`src/rtl/core/iir3_pkg.sv`:
```
// Shared constants and types for the third-order IIR filter.
package iir3_pkg;

  localparam int DEF_SAMPLE_WIDTH   = 32;
  localparam int DEF_COEF_FRAC_BITS = 28;

  localparam int COEF_W     = 32;
  localparam int NUM_COEFS  = 6;
  localparam int CFG_DATA_W = 32;
  localparam int CFG_ADDR_W = 5;
  localparam int REG_IDX_W  = 3;

  // register map, byte address = 4 * index
  typedef enum logic [REG_IDX_W-1:0] {
    REG_FB_ONE,
    REG_FB_TWO,
    REG_FB_THREE,
    REG_FF_ONE,
    REG_FF_TWO,
    REG_FF_THREE
  } reg_index_t;

  typedef logic [COEF_W-1:0] coef_t;
  typedef coef_t [NUM_COEFS-1:0] coef_bank_t;

  // Q3.28 defaults: 2.016, -1.262, 0.2411, 0.001108, 0.003157, 0.0005445
  localparam coef_bank_t COEF_RESET = {
    32'sd146163,      // REG_FF_THREE
    32'sd847451,      // REG_FF_TWO
    32'sd297427,      // REG_FF_ONE
    32'sd64719789,    // REG_FB_THREE
    -32'sd338765546,  // REG_FB_TWO
    32'sd541165879    // REG_FB_ONE
  };

endpackage

```
`src/rtl/core/iir3_coef_regs.sv`:
```
// Coefficient register file behind the APB-style configuration port.
module iir3_coef_regs
  import iir3_pkg::*;
(
  input  logic                  clk,
  input  logic                  rst,
  input  logic                  psel,
  input  logic                  penable,
  input  logic                  pwrite,
  input  logic [CFG_ADDR_W-1:0] paddr,
  input  logic [CFG_DATA_W-1:0] pwdata,
  output logic [CFG_DATA_W-1:0] prdata,
  output coef_bank_t            coefs
);

  logic [REG_IDX_W-1:0] idx;
  logic                 idx_ok;

  assign idx    = paddr[CFG_ADDR_W-1:2];
  assign idx_ok = (32'(idx) < NUM_COEFS);

  always_ff @(posedge clk) begin
    if (rst) begin
      coefs <= COEF_RESET;
    end else if (psel && penable && pwrite && idx_ok) begin
      coefs[idx] <= pwdata;
    end
  end

  // unmapped slots read as zero
  assign prdata = idx_ok ? coefs[idx] : '0;

endmodule

```
`config.mk`:
```
export PLATFORM = sky130hd
export DESIGN_NAME = iir3_coef_regs
export DESIGN_NICKNAME = d
export VERILOG_FILES = /design/src/rtl/core/iir3_pkg.sv /design/src/rtl/core/iir3_coef_regs.sv
export SDC_FILE = /design/constraint.sdc
export NUM_CORES = 1
export LEC_CHECK = 0
export BUFFER_PORTS_ARGS = -buffer_cell sky130_fd_sc_hd__buf_2
export CORE_ASPECT_RATIO = 1.1
export CORE_MARGIN = 5
export CORE_UTILIZATION = 50
export CTS_CLUSTER_SIZE = 30
export DETAILED_ROUTE_END_ITERATION = 12
export PLACE_DENSITY_LB_ADDON = 0.2
export RECOVER_POWER = 50
export SLEW_MARGIN = 5
export SYNTH_ARGS = -nofsm -noshare
export SYNTH_HDL_FRONTEND = slang
export SYNTH_SLANG_ARGS = --single-unit
```
`constraint.sdc`:
```
create_clock -name clk -period 4.4 [get_ports clk]
set_input_delay 0.88 -clock clk [delete_from_list [all_inputs] [get_ports clk]]
set_output_delay 0.88 -clock clk [all_outputs]
set_load 0.03 [all_outputs]
```
==> reports/results.ini, run 1 <==
[run_status]
status=complete, but fails checks
violations=max-capacitance violations, max-slew violations

[logic_synthesis]
syn_nets=1050
yosys_warnings=0
synth.cell_area_sq_mm=0.00883
yosys.cell_types.count=34
synth_top_cell_by_area=dfxtp_1
syn_inst=1008
ys_seq_elements=192
ys_top_cells_by_area=dfxtp_1 44%, mux2i_1 12%, o21ai_0 7.5%
avgSynthCellArea_sq_um=8.76
seq_area_frac_synth_pct=43.5
synth_top_area_share_pct=43.5

[global_route]
antenna_found_initial=0
grt_pass1_vias=8141
track_usage_pct=29.2
grt_pass1_wl_mm=46.5
grt_overflow=0
grt_max_degree=101

[power]
p_per_area_mw_per_mm2=366
power_mw=3.91
p_leak_nw=4.08
peakVddDrop_v=0.000268

[cts]
tritoncts=done
cts_root_buffer=clkbuf_16
insertion_delay_ps=430
clock_path_buffers=2
hold_buffers=0
clk_pin_slew_ps=70
cts_sinks=192
htree_num_levels=4
cts_buffers=17
post_cts_buffers=0
cts_resized=0

[route]
post_drt_wl_per_cell_um=21.0
num_vias=8709
dr.first_iter.drc_count=843
ant_nets=0
dr.pass1.iters=6
vias_per_cell=5.93
drcViolationCount=0
drt-total-wl_mm=30.9

[timing]
skew_ps=0
fmax_mhz=275
finalCriticalPeriod_ps=3640
maxSlewHeadroom_pct=-0.326
drv_slew=28
setup_tns_ps=0
rsz0062_at_grt=false
setup_viol=0
tightest_slew_ps=1500
hold_violations=0
fin_crit_sh_pct=82.6

[floorplanning]
dieArea_sq_mm=0.0204
num_rows=51
initial_core_util_pct=50.3
fp.dieW_um=137
core-area_sq_mm=0.0175
io_pins=266
die_y_um=149

[worst_setup_path]
cp-end-kind=output port
cpPeakStageDelay_ps=570
crit_chain=buf_4 -> nor2b_1 -> buf_4 -> a22oi_1 -> o21ai_0 -> buf_2
crit_buf_inv=3
start_kind=input pin
crit_family=buffers and inverters
critPathMostFrequentCell=buf_4
worst_ep_arrival_time_ps=2760
path_class=input pin to output port
cp.required_ps=3520
crit_slowest_cell=nor2b_1
path_max_fanout=43

[layout]
fin_nets=1259
drive_gt1_share_pct=15.6
syn2layout_area_growth_pct=20.9
instances_no_fill=1468
largest-register=coefs
antenna_cells=0
reg_top3=coefs x192
largest_register_ffs=192

[placed_design]
io_buffer_count=263
gp_congestion=0.846
dp.cells=1436
hpwl_mm=20.0

[min_path]
hp-class=flop to flop

[flow_run]
maxCapViolCount=1

## cells in the mapped netlist
cell      instances
nor2_1          112
nor2_4            1
mux2i_1         105
inv_1             4
clkbuf_1         51
nor2b_1           4
o22a_1            7
and4_1            1
o21ai_0         133
buf_1             4
nand4_2           1
buf_2            30
nand3_1         111
a221o_1           4
o32ai_1           4
nor2_8            1
nand2_1           4
and4b_1           1
nand2b_1          2
nand2_2           3
nand4b_1          2
a221oi_1          6
dfxtp_1         192
o31ai_1           1
a22oi_1          21
clkinv_1          1
and2_1            1
a21oi_1         117
buf_6             2
or2_1             1
a32oi_1          15
buf_4            18
mux2_2           46
nor2_2            2
## final cells by class
| type | instances | area (sq um) |
|---|---|---|
| clock buffer | 19 | 453 |
| clock inverter | 13 | 208 |
| fill | 1650 | 6860 |
| inverter | 5 | 18.8 |
| multi-input combinational | 706 | 4490 |
| sequential | 192 | 3840 |
| tap | 238 | 298 |
| timing repair buffer | 295 | 1380 |
## final timing paths
check                                          endpoint                     from  cells after the start  slack [ps]
worst max register to register  coefs[163]$_SDFFE_PP0P_  coefs[163]$_SDFFE_PP0P_                      2        3630
worst min-delay path            coefs[119]$_SDFFE_PP0P_  coefs[119]$_SDFFE_PP0P_                      2         490
worst min register to register  coefs[119]$_SDFFE_PP0P_  coefs[119]$_SDFFE_PP0P_                      2         490
worst max-delay path                         prdata[24]                 paddr[2]                      6         760
## worst min-delay path, stage by stage, from the launching register on
cell	delay, ps
dfxtp_1	320
o21ai_0	70
a21oi_1	60
## report_power, final
group,total [mW],switching [mW],internal (mW)
combinational,0.412,0.296,0.117
clock,1.74,0.694,1.04
sequential,1.76,0.0104,1.75
## routing by layer
layer | part of all wire [%] | GRT usage, % | up-vias
li1 | - | - | 4053
met1 | 41 | 37.8 | 4213
met2 | 49 | 48.0 | 388
met3 | 8.4 | 6.72 | 55
met4 | 2.3 | 9.83 | 0
met5 | 0 | 0 | -
## layout by cell type, fill, tap and decap left out, drive strengths merged, types with 2 or more instances in the layout
master | synthesis | final
o32ai | 4 | 4
o21ai | 133 | 133
buf | 54 | 100
clkinv | 1 | 6
nor2 | 116 | 116
a221o | 4 | 4
dfxtp | 192 | 192
bufinv | 0 | 5
nor2b | 4 | 4
nand2b | 2 | 2
a22oi | 21 | 21
mux2i | 105 | 105
inv | 4 | 6
o22a | 7 | 7
a221oi | 6 | 6
nand2 | 7 | 7
clkbuf | 51 | 214
nand3 | 111 | 111
nand4b | 2 | 2
mux2 | 46 | 46
a32oi | 15 | 15
a21oi | 117 | 117
## cells by family (layout without fill, tap and decap cells)
kind of cell	count (synthesis)	in the layout	synth area share [%]
AOI/OAI and AO/OA	308	308	19.7
buffers and inverters	110	332	6.03
DFF	192	192	43.5
muxes	151	151	17.8
and+or+nand+nor	247	247	13.0
## through the flow
stage	hold WS (ps)	setup WS [ps]	cell area [sq um]	util, %
floorplan	610	1250	8830	-
global placement	470	802	10300	58.6
detailed placement	477	801	10300	58.6
CTS	487	801	10900	62.3
global route	511	650	10700	60.9
finish	491	764	10700	60.9
(Power assumes the default switching activity.)
==> run 2, diff against run 1 <==
Settings changed: CORE_UTILIZATION 50 to 47.
Clock period 4.4 ns to 3.2 ns, I/O delays scaled along.
==> run 2 against run 1 <==
  * The run now ends clean
  * Wire length is 2.3% higher
  * Clock power is 30% higher
  * Via count is 0.39% higher
  * Clock skew stayed put
  * Utilization is 2.8 points lower
  * Largest power group unchanged
  * Highest routed layer unchanged
==> reports/results.ini, run 2 (synthesis gave the netlist of run 1 again) <==
[floorplanning]
num_rows=52
die_y_um=154
initial_core_util_pct=47.8
core-area_sq_mm=0.0185
io_pins=266
fp.dieW_um=141
dieArea_sq_mm=0.0216

[min_path]
hp-start=pwdata[1]
hold_depth=3
hp-class=input pin to flop
hold_end=coefs[65]$_SDFFE_PP0P_

[flow_run]
maxCapViolCount=0

[timing]
setup_viol=0
tightest_slew_ps=1130
setup_tns_ps=0
fmax_mhz=333
hold_violations=0
drv_slew=0
finalCriticalPeriod_ps=3000
maxSlewHeadroom_pct=24.3
skew_ps=0
fin_crit_sh_pct=93.8
rsz0062_at_grt=false

[route]
post_drt_wl_per_cell_um=21.3
ant_nets=0
dr.pass1.iters=5
dr.first_iter.drc_count=668
drt-total-wl_mm=31.6
drcViolationCount=0
num_vias=8743
vias_per_cell=5.89

[global_route]
grt_pass1_vias=8397
grtUsageMet2_pct=44.0
grt_pass1_wl_mm=48.1
grt_overflow=0
grtUsageMet3_pct=6.55
antenna_found_initial=1
grt_util_met1_pct=37.0
grt.busiest_layer=met2
grt_max_degree=92
track_usage_pct=27.9

[power]
peakVddDrop_v=0.000371
power_mw=5.26
p_per_area_mw_per_mm2=490
p_leak_nw=4.11

[cts]
cts_resized=0
insertion_delay_ps=430
htree_num_levels=4
cts_sinks=192
clk_pin_slew_ps=70
tritoncts=done
cts_root_buffer=clkbuf_16
hold_buffers=0
post_cts_buffers=0
clock_path_buffers=2
cts_buffers=17

[worst_setup_path]
crit_chain=buf_2 -> buf_4 -> clkinv_1 -> buf_4 -> a32oi_1 -> o21ai_0 -> buf_2
cpPeakStageDelay_ps=330
worst_ep_arrival_time_ps=2360
reg2reg_to=coefs[116]$_SDFFE_PP0P_
regToRegSetupSlack_ps=2450
crit_buf_inv=5
cp.required_ps=2560
start_kind=input pin
path_class=input pin to output port
crit_slowest_cell=clkinv_1
path_max_fanout=12
crit_family=buffers and inverters
rr_startpoint=coefs[116]$_SDFFE_PP0P_
cp-end-kind=output port
r2r_cells=2

[placed_design]
hpwl_mm=21.0
gp_congestion=0.874
io_buffer_count=263

[layout]
drive_gt1_share_pct=16.2
largest-register=coefs
fin_util_pct=58.1
largest_register_ffs=192
reg_top3=coefs x192
layout_common_cells=193 x clkbuf_1, 192 x dfxtp_1, 133 x o21ai_0
final_common_cell=clkbuf_1
fin_nets=1269
n_fill_cell=1825
syn2layout_area_growth_pct=21.5

[run_status]
status=finished clean

[run 2: worst max-delay path by stage]
stage	start	depth (start not counted)	to	slack, ps
after floorplan	paddr[3]	5	prdata[14]	530
after global placement	paddr[3]	7	prdata[13]	260
after global routing	paddr[3]	7	prdata[2]	120
final	paddr[3]	7	prdata[5]	200
after CTS	paddr[3]	7	prdata[13]	230
after detailed placement	paddr[3]	7	prdata[13]	230
[run 2: area by class of cell]
type / count / area (sq um) / share of cell area (%)
Tap cell: 243 / 304 / 2.83
Antenna cell: 1 / 2.50 / 0.0233
Clock buffer: 21 / 470 / 4.38
Inverter: 5 / 18.8 / 0.175
Multi-Input combinational cell: 706 / 4470 / 41.6
Timing Repair Buffer: 305 / 1480 / 13.7
Clock inverter: 11 / 150 / 1.40
Sequential cell: 192 / 3840 / 35.8
[run 2: worst register-to-register path, cell delays in order, from the launching register on]
cell	delay, ps
dfxtp_1	330
inv_1	70
o31ai_1	260
[run 2: routing by layer]
| layer | share of wire [%] | vias up |
|---|---|---|
| met1 | 43 | 4213 |
| li1 | - | 4071 |
| met2 | 46 | 400 |
| met5 | 0 | - |
| met3 | 8.6 | 59 |
| met4 | 2.9 | 0 |
[run 2: report_power, final]
group	internal [mW]	total [mW]	leakage [nW]	switching (mW)
registers	2.41	2.42	1.55	0.0144
logic	0.169	0.581	2.26	0.412
clock network	1.30	2.26	0.300	0.955
total	3.87	5.26	4.11	1.38
[run 2: stage by stage]
stage	std cells	hold WS (ps)	setup WS (ps)	instance area (sq um)
6_report	1484	470	200	10700
5_1_grt	1484	468	125	10700
4_1_cts	1483	463	234	11000
3_5_place_dp	1451	478	231	10400
3_3_place_gp	1451	471	259	10400
2_1_floorplan	1008	610	528	8830
